`src/hw/rtl/blm_pkg.sv`:
```
// blm_pkg: shared types, register indexes, reset values and helpers for the
// battery level monitor. No dependencies.
package blm_pkg;

    localparam int CFG_W   = 12;
    localparam int LEVEL_W = 12;
    localparam int CNT_W   = 8;
    localparam int IDX_W   = 3;

    localparam logic [LEVEL_W-1:0] LOW_LEVEL_RST       = 12'd2100;
    localparam logic [LEVEL_W-1:0] RECOVER_LEVEL_RST   = 12'd2300;
    localparam logic [LEVEL_W-1:0] FULL_LEVEL_RST      = 12'd2556;
    localparam logic [LEVEL_W-1:0] FULL_DROP_LEVEL_RST = 12'd2574;
    localparam logic [CNT_W-1:0]   DEBOUNCE_COUNT_RST  = 8'd20;
    localparam logic [CNT_W-1:0]   CNT_MAX             = 8'hFF;

    typedef enum logic [IDX_W-1:0] {
        CFG_LOW_LEVEL       = 3'd0,
        CFG_RECOVER_LEVEL   = 3'd1,
        CFG_FULL_LEVEL      = 3'd2,
        CFG_FULL_DROP_LEVEL = 3'd3,
        CFG_DEBOUNCE_COUNT  = 3'd4
    } cfg_idx_t;

    typedef struct packed {
        logic [LEVEL_W-1:0] low_level;
        logic [LEVEL_W-1:0] recover_level;
        logic [LEVEL_W-1:0] full_level;
        logic [LEVEL_W-1:0] full_drop_level;
        logic [CNT_W-1:0]   debounce_count;
    } cfg_t;

    typedef struct packed {
        logic dev_running;
        logic charging;
    } status_t;

    // packed high to low so {flags, level} matches the output beat layout
    typedef struct packed {
        logic restart_full_timer;
        logic restart_shutdown_timer;
        logic drop_charge_full;
        logic battery_full;
        logic battery_low;
    } flags_t;

    function automatic logic [CNT_W-1:0] sat_inc(input logic [CNT_W-1:0] c);
        sat_inc = (c == CNT_MAX) ? CNT_MAX : c + 1'b1;
    endfunction

endpackage

```
`src/hw/rtl/blm_cfg.sv`:
```
// blm_cfg: threshold and debounce register file.
// Depends on blm_pkg.
module blm_cfg (
    input  logic                      clk,
    input  logic                      rst_n,
    input  logic                      cfg_we,
    input  logic [blm_pkg::IDX_W-1:0] cfg_index,
    input  logic [blm_pkg::CFG_W-1:0] cfg_data,
    output blm_pkg::cfg_t             cfg
);

    blm_pkg::cfg_t cfg_reg;
    blm_pkg::cfg_t cfg_next;

    always_comb
    begin
        cfg_next = cfg_reg;
        if (cfg_we)
        begin
            unique case (blm_pkg::cfg_idx_t'(cfg_index))
                blm_pkg::CFG_LOW_LEVEL:       cfg_next.low_level       = cfg_data;
                blm_pkg::CFG_RECOVER_LEVEL:   cfg_next.recover_level   = cfg_data;
                blm_pkg::CFG_FULL_LEVEL:      cfg_next.full_level      = cfg_data;
                blm_pkg::CFG_FULL_DROP_LEVEL: cfg_next.full_drop_level = cfg_data;
                blm_pkg::CFG_DEBOUNCE_COUNT:
                    cfg_next.debounce_count = cfg_data[blm_pkg::CNT_W-1:0];
                default: ;
            endcase
        end
    end

    always_ff @(posedge clk or negedge rst_n)
    begin
        if (!rst_n)
        begin
            cfg_reg.low_level       <= blm_pkg::LOW_LEVEL_RST;
            cfg_reg.recover_level   <= blm_pkg::RECOVER_LEVEL_RST;
            cfg_reg.full_level      <= blm_pkg::FULL_LEVEL_RST;
            cfg_reg.full_drop_level <= blm_pkg::FULL_DROP_LEVEL_RST;
            cfg_reg.debounce_count  <= blm_pkg::DEBOUNCE_COUNT_RST;
        end
        else
        begin
            cfg_reg <= cfg_next;
        end
    end

    assign cfg = cfg_reg;

endmodule

```
`src/hw/rtl/blm_accum.sv`:
```
// blm_accum: frame counter plus running sum, min and max of the kept samples.
// Hands the frame totals to the mean stage on the last beat. Depends on blm_pkg.
module blm_accum #(
    parameter int KEPT_SAMPLES = 10,
    parameter int SAMPLE_BITS  = 12,
    parameter int SUM_W        = SAMPLE_BITS + $clog2(KEPT_SAMPLES)
) (
    input  logic                   clk,
    input  logic                   rst_n,
    input  logic                   in_valid,
    output logic                   in_ready,
    input  logic [SAMPLE_BITS-1:0] in_sample,
    input  blm_pkg::status_t       in_status,
    output logic                   tok_valid,
    input  logic                   tok_ready,
    output logic [SUM_W-1:0]       tok_sum,
    output logic [SAMPLE_BITS-1:0] tok_min,
    output logic [SAMPLE_BITS-1:0] tok_max,
    output blm_pkg::status_t       tok_status
);

    localparam int FRAME_LEN = KEPT_SAMPLES + 2;
    localparam int FIDX_W    = $clog2(FRAME_LEN);

    logic [FIDX_W-1:0]      idx_reg,  idx_next;
    logic [SUM_W-1:0]       sum_reg,  sum_next;
    logic [SAMPLE_BITS-1:0] min_reg,  min_next;
    logic [SAMPLE_BITS-1:0] max_reg,  max_next;
    logic                   tok_valid_reg, tok_valid_next;
    logic [SUM_W-1:0]       tok_sum_reg;
    logic [SAMPLE_BITS-1:0] tok_min_reg;
    logic [SAMPLE_BITS-1:0] tok_max_reg;
    blm_pkg::status_t       tok_status_reg;

    logic last, first_kept, kept, accept;

    assign last       = (idx_reg == FIDX_W'(FRAME_LEN - 1));
    assign first_kept = (idx_reg == FIDX_W'(2));
    assign kept       = (idx_reg >= FIDX_W'(2));
    assign in_ready   = !last || !tok_valid_reg || tok_ready;
    assign accept     = in_valid && in_ready;

    always_comb
    begin
        idx_next = idx_reg;
        sum_next = sum_reg;
        min_next = min_reg;
        max_next = max_reg;
        if (accept)
        begin
            idx_next = last ? '0 : idx_reg + 1'b1;
            if (kept)
            begin
                sum_next = first_kept ? SUM_W'(in_sample) : sum_reg + SUM_W'(in_sample);
                min_next = (first_kept || in_sample < min_reg) ? in_sample : min_reg;
                max_next = (first_kept || in_sample > max_reg) ? in_sample : max_reg;
            end
        end
        tok_valid_next = tok_valid_reg && !tok_ready;
        if (accept && last)
            tok_valid_next = 1'b1;
    end

    always_ff @(posedge clk or negedge rst_n)
    begin
        if (!rst_n)
        begin
            idx_reg       <= '0;
            sum_reg       <= '0;
            tok_valid_reg <= 1'b0;
        end
        else
        begin
            idx_reg       <= idx_next;
            sum_reg       <= sum_next;
            tok_valid_reg <= tok_valid_next;
        end
    end

    always_ff @(posedge clk)
    begin
        min_reg <= min_next;
        max_reg <= max_next;
        if (accept && last)
        begin
            tok_sum_reg    <= sum_next;
            tok_min_reg    <= min_next;
            tok_max_reg    <= max_next;
            tok_status_reg <= in_status;
        end
    end

    assign tok_valid  = tok_valid_reg;
    assign tok_sum    = tok_sum_reg;
    assign tok_min    = tok_min_reg;
    assign tok_max    = tok_max_reg;
    assign tok_status = tok_status_reg;

endmodule

```
`src/hw/rtl/blm_mean.sv`:
```
// blm_mean: trimmed mean, (sum - min - max) / (KEPT_SAMPLES - 2), done as an
// exact multiply by a reciprocal and a shift. Depends on blm_pkg.
module blm_mean #(
    parameter int KEPT_SAMPLES = 10,
    parameter int SAMPLE_BITS  = 12,
    parameter int SUM_W        = SAMPLE_BITS + $clog2(KEPT_SAMPLES)
) (
    input  logic                   clk,
    input  logic                   rst_n,
    input  logic                   tok_valid,
    output logic                   tok_ready,
    input  logic [SUM_W-1:0]       tok_sum,
    input  logic [SAMPLE_BITS-1:0] tok_min,
    input  logic [SAMPLE_BITS-1:0] tok_max,
    input  blm_pkg::status_t       tok_status,
    output logic                   lvl_valid,
    input  logic                   lvl_ready,
    output logic [SAMPLE_BITS-1:0] level,
    output blm_pkg::status_t       lvl_status
);

    localparam int DIV    = KEPT_SAMPLES - 2;
    localparam int DIV_SH = $clog2(DIV);
    localparam int RCP_W  = SUM_W + 1;
    localparam int PROD_W = SUM_W + RCP_W;
    // ceil(2^(SUM_W+DIV_SH) / DIV): exact quotient for any SUM_W-bit dividend
    localparam longint unsigned RECIP =
        ((64'd1 << (SUM_W + DIV_SH)) + 64'(DIV) - 64'd1) / 64'(DIV);

    logic [SUM_W-1:0]       trimmed;
    logic [PROD_W-1:0]      product;
    logic [SAMPLE_BITS-1:0] level_next;
    logic                   lvl_valid_reg, lvl_valid_next;
    logic [SAMPLE_BITS-1:0] level_reg;
    blm_pkg::status_t       status_reg;
    logic                   take;

    assign tok_ready = !lvl_valid_reg || lvl_ready;
    assign take      = tok_valid && tok_ready;

    always_comb
    begin
        trimmed        = tok_sum - SUM_W'(tok_min) - SUM_W'(tok_max);
        product        = PROD_W'(trimmed) * PROD_W'(RCP_W'(RECIP));
        level_next     = product[SUM_W + DIV_SH +: SAMPLE_BITS];
        lvl_valid_next = take || (lvl_valid_reg && !lvl_ready);
    end

    always_ff @(posedge clk or negedge rst_n)
    begin
        if (!rst_n)
            lvl_valid_reg <= 1'b0;
        else
            lvl_valid_reg <= lvl_valid_next;
    end

    always_ff @(posedge clk)
    begin
        if (take)
        begin
            level_reg  <= level_next;
            status_reg <= tok_status;
        end
    end

    assign lvl_valid  = lvl_valid_reg;
    assign level      = level_reg;
    assign lvl_status = status_reg;

endmodule

```
`src/hw/rtl/blm_decide.sv`:
```
// blm_decide: debounced low, full and below-full decisions and the output
// register. Depends on blm_pkg.
module blm_decide #(
    parameter int SAMPLE_BITS = 12
) (
    input  logic                   clk,
    input  logic                   rst_n,
    input  blm_pkg::cfg_t          cfg,
    input  logic                   lvl_valid,
    output logic                   lvl_ready,
    input  logic [SAMPLE_BITS-1:0] level,
    input  blm_pkg::status_t       lvl_status,
    output logic                   out_valid,
    input  logic                   out_ready,
    output logic [SAMPLE_BITS-1:0] out_level,
    output blm_pkg::flags_t        out_flags
);

    localparam int CMP_W = (SAMPLE_BITS > blm_pkg::LEVEL_W) ? SAMPLE_BITS : blm_pkg::LEVEL_W;

    logic [blm_pkg::CNT_W-1:0] low_cnt_reg,  low_cnt_next;
    logic [blm_pkg::CNT_W-1:0] full_cnt_reg, full_cnt_next;
    logic [blm_pkg::CNT_W-1:0] drop_cnt_reg, drop_cnt_next;
    logic [blm_pkg::CNT_W-1:0] low_inc, full_inc, drop_inc;
    logic                      low_flag_reg,  low_flag_next;
    logic                      full_flag_reg, full_flag_next;
    logic                      out_valid_reg, out_valid_next;
    logic [SAMPLE_BITS-1:0]    out_level_reg;
    blm_pkg::flags_t           out_flags_reg, flags_next;
    logic [CMP_W-1:0]          lvl;
    logic                      take, is_low, is_below_full, is_full;

    assign lvl_ready = !out_valid_reg || out_ready;
    assign take      = lvl_valid && lvl_ready;

    always_comb
    begin
        lvl           = CMP_W'(level);
        is_low        = lvl < CMP_W'(cfg.low_level) && !lvl_status.charging
                        && lvl_status.dev_running;
        is_below_full = lvl < CMP_W'(cfg.full_drop_level);
        is_full       = lvl > CMP_W'(cfg.full_level);
        low_inc       = blm_pkg::sat_inc(low_cnt_reg);
        drop_inc      = blm_pkg::sat_inc(drop_cnt_reg);
        full_inc      = blm_pkg::sat_inc(full_cnt_reg);

        low_cnt_next   = low_cnt_reg;
        full_cnt_next  = full_cnt_reg;
        drop_cnt_next  = drop_cnt_reg;
        low_flag_next  = low_flag_reg;
        full_flag_next = full_flag_reg;
        flags_next     = '0;

        if (is_low)
        begin
            low_cnt_next = low_inc;
            if (low_inc >= cfg.debounce_count)
            begin
                flags_next.restart_shutdown_timer = !low_flag_reg;
                low_flag_next = 1'b1;
            end
        end
        else
        begin
            low_cnt_next = '0;
            if (lvl > CMP_W'(cfg.recover_level) || lvl_status.charging)
                low_flag_next = 1'b0;
        end

        if (is_below_full)
        begin
            drop_cnt_next = drop_inc;
            flags_next.drop_charge_full =
                (drop_inc >= cfg.debounce_count) && !lvl_status.charging;
        end
        else
        begin
            drop_cnt_next = '0;
        end

        if (is_full)
        begin
            full_cnt_next = full_inc;
            if (full_inc >= cfg.debounce_count)
            begin
                flags_next.restart_full_timer = !full_flag_reg;
                if (lvl_status.charging)
                    full_flag_next = 1'b1;
            end
        end
        else
        begin
            full_cnt_next  = '0;
            full_flag_next = 1'b0;
        end

        flags_next.battery_low  = low_flag_next;
        flags_next.battery_full = full_flag_next;
        out_valid_next = take || (out_valid_reg && !out_ready);
    end

    always_ff @(posedge clk or negedge rst_n)
    begin
        if (!rst_n)
        begin
            low_cnt_reg   <= '0;
            full_cnt_reg  <= '0;
            drop_cnt_reg  <= '0;
            low_flag_reg  <= 1'b0;
            full_flag_reg <= 1'b0;
            out_valid_reg <= 1'b0;
        end
        else
        begin
            out_valid_reg <= out_valid_next;
            if (take)
            begin
                low_cnt_reg   <= low_cnt_next;
                full_cnt_reg  <= full_cnt_next;
                drop_cnt_reg  <= drop_cnt_next;
                low_flag_reg  <= low_flag_next;
                full_flag_reg <= full_flag_next;
            end
        end
    end

    always_ff @(posedge clk)
    begin
        if (take)
        begin
            out_level_reg <= level;
            out_flags_reg <= flags_next;
        end
    end

    assign out_valid = out_valid_reg;
    assign out_level = out_level_reg;
    assign out_flags = out_flags_reg;

endmodule

```
`src/hw/rtl/battery_level_monitor_core.sv`:
```
// Battery level monitor top level: stream ports, config port, three-stage pipe.
// Depends on blm_pkg, blm_cfg, blm_accum, blm_mean, blm_decide.
//
// Takes one ADC sample beat per clock. Samples are framed in groups of
// KEPT_SAMPLES + 2; the first two of a frame are dropped, and the last beat of
// each frame yields one output beat carrying the trimmed mean (min and max
// removed, divided by KEPT_SAMPLES - 2) and the debounced low, full and
// below-full flags with the timer restart pulses. The accumulate, mean and
// decide registers load in that order, and the decide register drives the
// output beat. Input is only held off when a frame's last beat arrives while
// the pipe is full behind a stalled output. No clearing pass after reset.
module battery_level_monitor_core #(
    parameter int KEPT_SAMPLES = 10,
    parameter int SAMPLE_BITS  = 12
) (
    input  logic                                 clk,
    input  logic                                 rst_n,
    input  logic                                 s_tvalid,
    output logic                                 s_tready,
    // sample, charging, dev_running
    input  logic [((SAMPLE_BITS + 9) / 8) * 8 - 1:0] s_tdata,
    output logic                                 m_tvalid,
    input  logic                                 m_tready,
    // filtered_level, battery_low, battery_full, drop_charge_full,
    // restart_shutdown_timer, restart_full_timer
    output logic [((SAMPLE_BITS + 12) / 8) * 8 - 1:0] m_tdata,
    input  logic                                 cfg_we,
    input  logic [blm_pkg::IDX_W-1:0]            cfg_index,
    input  logic [blm_pkg::CFG_W-1:0]            cfg_data
);

    localparam int OUT_W = ((SAMPLE_BITS + 12) / 8) * 8;
    localparam int SUM_W = SAMPLE_BITS + $clog2(KEPT_SAMPLES);

    blm_pkg::cfg_t          cfg;
    blm_pkg::status_t       in_status, tok_status, lvl_status;
    blm_pkg::flags_t        out_flags;
    logic                   tok_valid, tok_ready, lvl_valid, lvl_ready;
    logic [SUM_W-1:0]       tok_sum;
    logic [SAMPLE_BITS-1:0] tok_min, tok_max, level, out_level;

    assign in_status.charging    = s_tdata[SAMPLE_BITS];
    assign in_status.dev_running = s_tdata[SAMPLE_BITS + 1];

    blm_cfg u_cfg (
        .clk       (clk),
        .rst_n     (rst_n),
        .cfg_we    (cfg_we),
        .cfg_index (cfg_index),
        .cfg_data  (cfg_data),
        .cfg       (cfg)
    );

    blm_accum #(
        .KEPT_SAMPLES (KEPT_SAMPLES),
        .SAMPLE_BITS  (SAMPLE_BITS),
        .SUM_W        (SUM_W)
    ) u_accum (
        .clk        (clk),
        .rst_n      (rst_n),
        .in_valid   (s_tvalid),
        .in_ready   (s_tready),
        .in_sample  (s_tdata[SAMPLE_BITS-1:0]),
        .in_status  (in_status),
        .tok_valid  (tok_valid),
        .tok_ready  (tok_ready),
        .tok_sum    (tok_sum),
        .tok_min    (tok_min),
        .tok_max    (tok_max),
        .tok_status (tok_status)
    );

    blm_mean #(
        .KEPT_SAMPLES (KEPT_SAMPLES),
        .SAMPLE_BITS  (SAMPLE_BITS),
        .SUM_W        (SUM_W)
    ) u_mean (
        .clk        (clk),
        .rst_n      (rst_n),
        .tok_valid  (tok_valid),
        .tok_ready  (tok_ready),
        .tok_sum    (tok_sum),
        .tok_min    (tok_min),
        .tok_max    (tok_max),
        .tok_status (tok_status),
        .lvl_valid  (lvl_valid),
        .lvl_ready  (lvl_ready),
        .level      (level),
        .lvl_status (lvl_status)
    );

    blm_decide #(
        .SAMPLE_BITS (SAMPLE_BITS)
    ) u_decide (
        .clk        (clk),
        .rst_n      (rst_n),
        .cfg        (cfg),
        .lvl_valid  (lvl_valid),
        .lvl_ready  (lvl_ready),
        .level      (level),
        .lvl_status (lvl_status),
        .out_valid  (m_tvalid),
        .out_ready  (m_tready),
        .out_level  (out_level),
        .out_flags  (out_flags)
    );

    assign m_tdata = OUT_W'({out_flags, out_level});

endmodule

```
`config.mk`:
```
export PLATFORM = sky130hd
export DESIGN_NAME = battery_level_monitor_core
export DESIGN_NICKNAME = d
export VERILOG_FILES = /design/src/hw/rtl/blm_pkg.sv /design/src/hw/rtl/blm_cfg.sv /design/src/hw/rtl/blm_accum.sv /design/src/hw/rtl/blm_mean.sv /design/src/hw/rtl/blm_decide.sv /design/src/hw/rtl/battery_level_monitor_core.sv
export SDC_FILE = /design/constraint.sdc
export NUM_CORES = 1
export LEC_CHECK = 0
export ABC_AREA = 1
export BUFFER_PORTS_ARGS = -buffer_cell sky130_fd_sc_hd__buf_2
export CORE_MARGIN = 1
export CORE_UTILIZATION = 56
export DETAILED_ROUTE_END_ITERATION = 6
export HOLD_SLACK_MARGIN = 0.02
export PLACE_DENSITY = 0.81
export SYNTH_ARGS = -nofsm -noshare
export SYNTH_HDL_FRONTEND = slang
export SYNTH_SLANG_ARGS = --single-unit
```
`constraint.sdc`:
```
create_clock -name clk -period 2.5 [get_ports clk]
set_input_delay 0.25 -clock clk [delete_from_list [all_inputs] [get_ports clk]]
set_output_delay 0.25 -clock clk [all_outputs]
set_load 0.005 [all_outputs]
```
==> out/metrics.json <==
{
  "sta": {
    "min_period_over_period": 0.9717,
    "finalHoldViolCount": 0,
    "final.min_clock_period_ns": 2.429,
    "worst_pin_slew_ns": 0.8481,
    "timing.final.setup_violations": 0,
    "fmaxAchievable_ghz": 0.4116,
    "final_worst_clock_skew_ns": 0.01504,
    "rsz0062_at_grt": "true",
    "maxSlewViolCount": 0,
    "max-slew-margin-rel": 0.4330,
    "timing.setup.tns_ns": 0
  },
  "placed_design": {
    "post_dp_cell_area_um2": 12230,
    "gp_congestion": 0.9066,
    "detailed_place_hpwl_um": 18760,
    "dp_cells": 1676,
    "buffer_ports.inserted": 52
  },
  "die": {
    "initial_core_util": 0.5738,
    "fp-row-count": 52,
    "core_area_um2": 20360,
    "fp.dieH_um": 146.5,
    "die_boundary_width_um": 146.5,
    "floorplan.io_pins": 62,
    "die_area_um2": 21450
  },
  "outcome": {
    "outcome": "finished clean"
  },
  "cells_and_area": {
    "largest_register_ffs": 56,
    "finalNetCount": 1604,
    "fin_util": 0.6374,
    "layout.cells.most_common_list": "sky130_fd_sc_hd__nand2_1, sky130_fd_sc_hd__inv_1, sky130_fd_sc_hd__ha_1",
    "post_layout_nonfiller_instances": 1716,
    "final_instance_area_um2": 12980,
    "layout-drive-gt1-share": 0.1196,
    "area_growth_pct": 11.09,
    "layout.cells.most_common": "sky130_fd_sc_hd__nand2_1",
    "final.fill_count": 1597,
    "antenna_diodes": 0
  },
  "synth": {
    "synthArstFlopShare": 0.5200,
    "post_syn_area_um2": 11680,
    "synth-warning-count": 0,
    "synth_enable_flop_cells": 72,
    "netlist_instances": 1366,
    "synth-seq-cells": 200,
    "synth.avg_cell_area_um2": 8.554,
    "synthFlopType": "sky130_fd_sc_hd__dfrtp_1",
    "synthDistinctLibCells": 47,
    "synth-seq-area-share": 0.4517
  },
  "hold_path": {
    "min-delay-path-class": "primary input to register",
    "hold_path_depth": 4,
    "min_to": "u_decide.out_valid",
    "min-delay-start": "m_tready"
  },
  "global_routing": {
    "grt_pass1_vias": 8765,
    "largest_net_degree_at_the_start_of_global_routing": 49,
    "overflow": 0,
    "track_usage": 0.2471,
    "grt_antenna_before_repair": 0,
    "wire_length_of_the_first_global_routing_pass_um": 41930
  },
  "setup_path": {
    "critical_path_peak_fanout": 7,
    "critical_path_arrival_ns": 2.62,
    "cp-end-kind": "register",
    "reg2reg_slack_ns": 0.07,
    "path_cells": "ha_2 > nand2_2 > nor2_2 > nand2_2 > nor4_4 > buf_4 > nor2_1 > inv_1 > ha_1 > a21oi_1 > o21ai_1 > nand2_1 > nand3_2 > a21oi_2 > nor2_1",
    "worst_r2r_startpoint": "u_decide.full_cnt_reg[0]",
    "critical_path.n_buffers_inverters": 2,
    "critical_path.reg2reg.endpoint": "u_decide.out_flags[1]",
    "timing.reg2reg.worst_path_depth": 15,
    "worstSetupStartpointType": "register",
    "critical_path.max_stage_delay_ns": 0.39,
    "worst_ep_required_time_ns": 2.69,
    "slowest_stage": "sky130_fd_sc_hd__dfrtp_1",
    "worstSetupPathType": "register to register",
    "timing.critical_path.max_delay_family": "simple AND/OR/NAND/NOR gates"
  },
  "clocking": {
    "h-tree-depth": 4,
    "numCtsBuffers": 17,
    "clockBufferDepth": 2,
    "clk_latency_worst_skew_pair_ns": 0.44,
    "cts_tree": "built",
    "clock-root-buffer": "sky130_fd_sc_hd__clkbuf_16",
    "numClockSinks": 200,
    "clkSlewWorstSetupHoldPaths_ns": 0.07
  },
  "route": {
    "route.detailed.vias_per_inst": 5.389,
    "detail_route.first_pass.iterations": 5,
    "detail_route.drc_violations": 0,
    "initialDrtViolationCount": 626,
    "route.antenna.remaining_nets": 0,
    "detailroute.via_count": 9247,
    "drt_wl_total_um": 25700,
    "routed_wire_length_per_instance_um": 14.98
  },
  "power_and_ir_drop": {
    "powerDensity_nw_per_um2": 976.6,
    "worst_ir_drop_on_vdd_mv": 0.6332,
    "p_leak_uw": 0.006437
  },
  "flow_run": {
    "drv.max_cap_violation_count": 0
  }
}
[stage by stage]
stage          power, µW  hold WS [ns]  setup slack (ns)
2_1_floorplan       8550      -0.04559            0.1861
3_3_place_gp        9470        0.1601           0.07026
3_5_place_dp        9734        0.1592          -0.03767
4_1_cts            12510        0.1108          0.005735
5_1_grt            13630        0.1230          -0.01720
6_report           12680        0.1105           0.07072
[power breakdown]
| part | leakage (µW) | internal [µW] | total, µW | switching, µW |
|---|---|---|---|---|
| registers | 0.00211 | 4400 | 4880 | 485 |
| logic | 0.00405 | 1940 | 5140 | 3200 |
| clock network | 0.000279 | 1320 | 2650 | 1330 |
[worst register-to-register path, stage by stage, from the launching register on]
cell                      delay (ns)
sky130_fd_sc_hd__dfrtp_1        0.39
sky130_fd_sc_hd__ha_2           0.20
sky130_fd_sc_hd__nand2_2        0.10
sky130_fd_sc_hd__nor2_2         0.04
sky130_fd_sc_hd__nand2_2        0.09
sky130_fd_sc_hd__nor4_4         0.04
sky130_fd_sc_hd__buf_4          0.17
sky130_fd_sc_hd__nor2_1         0.16
sky130_fd_sc_hd__inv_1          0.07
sky130_fd_sc_hd__ha_1           0.29
sky130_fd_sc_hd__a21oi_1        0.16
sky130_fd_sc_hd__o21ai_1        0.10
sky130_fd_sc_hd__nand2_1        0.08
sky130_fd_sc_hd__nand3_2        0.08
sky130_fd_sc_hd__a21oi_2        0.16
sky130_fd_sc_hd__nor2_1         0.06
[layout make-up]
| class | instances | area [µm²] | share of cell area |
|---|---|---|---|
| clock buffers | 18 | 429.2 | 0.03306 |
| clock inverters | 14 | 133.9 | 0.01031 |
| inverters | 218 | 818.3 | 0.06304 |
| multi-input cells | 923 | 5532 | 0.4261 |
| flip-flops and latches | 200 | 5278 | 0.4066 |
| well taps | 270 | 337.8 | 0.02602 |
| repair buffers | 73 | 452.9 | 0.03489 |
[logic make-up after synthesis]
kind of cell	share of synthesized area
simple gates	0.1971
buf+inv	0.08705
compound gates	0.09562
flops	0.4517
fa+ha+maj	0.1523
xor+xnor	0.01499
other cells	0.0003209
mux	0.0009636
[Yosys cell counts, types with 2 or more instances]
cell type / number / area share
sky130_fd_sc_hd__a21o_1: 4 / 0.0026
sky130_fd_sc_hd__a21oi_1: 72 / 0.031
sky130_fd_sc_hd__a31oi_1: 4 / 0.0021
sky130_fd_sc_hd__and2_1: 2 / 0.0011
sky130_fd_sc_hd__buf_2: 3 / 0.0013
sky130_fd_sc_hd__buf_4: 10 / 0.0064
sky130_fd_sc_hd__buf_6: 4 / 0.0039
sky130_fd_sc_hd__clkbuf_1: 13 / 0.0042
sky130_fd_sc_hd__dfrtp_1: 78 / 0.17
sky130_fd_sc_hd__dfstp_2: 26 / 0.058
sky130_fd_sc_hd__dfxtp_1: 24 / 0.041
sky130_fd_sc_hd__edfxtp_1: 72 / 0.19
sky130_fd_sc_hd__fa_1: 12 / 0.021
sky130_fd_sc_hd__ha_1: 123 / 0.13
sky130_fd_sc_hd__inv_1: 216 / 0.069
sky130_fd_sc_hd__nand2_1: 344 / 0.11
sky130_fd_sc_hd__nand2_2: 4 / 0.0021
sky130_fd_sc_hd__nand3_1: 84 / 0.036
sky130_fd_sc_hd__nand3_2: 3 / 0.0026
sky130_fd_sc_hd__nand4_1: 16 / 0.0086
sky130_fd_sc_hd__nor2_1: 81 / 0.026
sky130_fd_sc_hd__nor2_2: 2 / 0.0011
sky130_fd_sc_hd__nor3_1: 8 / 0.0034
sky130_fd_sc_hd__o21a_1: 3 / 0.0019
sky130_fd_sc_hd__o21ai_0: 105 / 0.045
sky130_fd_sc_hd__o21ai_1: 2 / 0.00086
sky130_fd_sc_hd__o21bai_1: 3 / 0.0019
sky130_fd_sc_hd__o22ai_1: 11 / 0.0059
sky130_fd_sc_hd__xnor2_1: 8 / 0.0060
sky130_fd_sc_hd__xor2_1: 12 / 0.0090
[layer usage]
metal / share of wire / global-route usage / vias to the layer above
met5: 0 / 0 / -
met4: 0.021 / 0.09219 / 0
met3: 0.050 / 0.03406 / 50
met2: 0.49 / 0.4317 / 289
met1: 0.43 / 0.3116 / 4321
li1: - / - / 4587
[worst max path at each step]
| stage | start | end | slack [ns] | cells after the start |
|---|---|---|---|---|
| 6_report | u_decide.full_cnt_reg[0] | u_decide.out_flags[1] | 0.07 | 15 |
| 5_1_grt | u_decide.low_cnt_reg[1] | u_decide.low_flag_reg | -0.02 | 17 |
| 4_1_cts | u_decide.full_cnt_reg[1] | u_decide.out_flags[1] | 0.006 | 15 |
| 3_5_place_dp | u_decide.full_cnt_reg[0] | u_decide.out_flags[1] | -0.04 | 14 |
| 3_3_place_gp | u_decide.full_cnt_reg[0] | u_decide.out_flags[1] | 0.07 | 14 |
| 2_1_floorplan | u_accum.idx_reg[0] | u_accum.tok_max[0] | 0.19 | 8 |
[timing repair]
item	CTS	global route
setup buffers	3	2
endpoints found under the setup margin	2	8
hold buffers	3	0
pin swaps	6	8
resized for setup	7	24
endpoints found under the hold margin	21	0
Power figures use the tool's default switching activity.
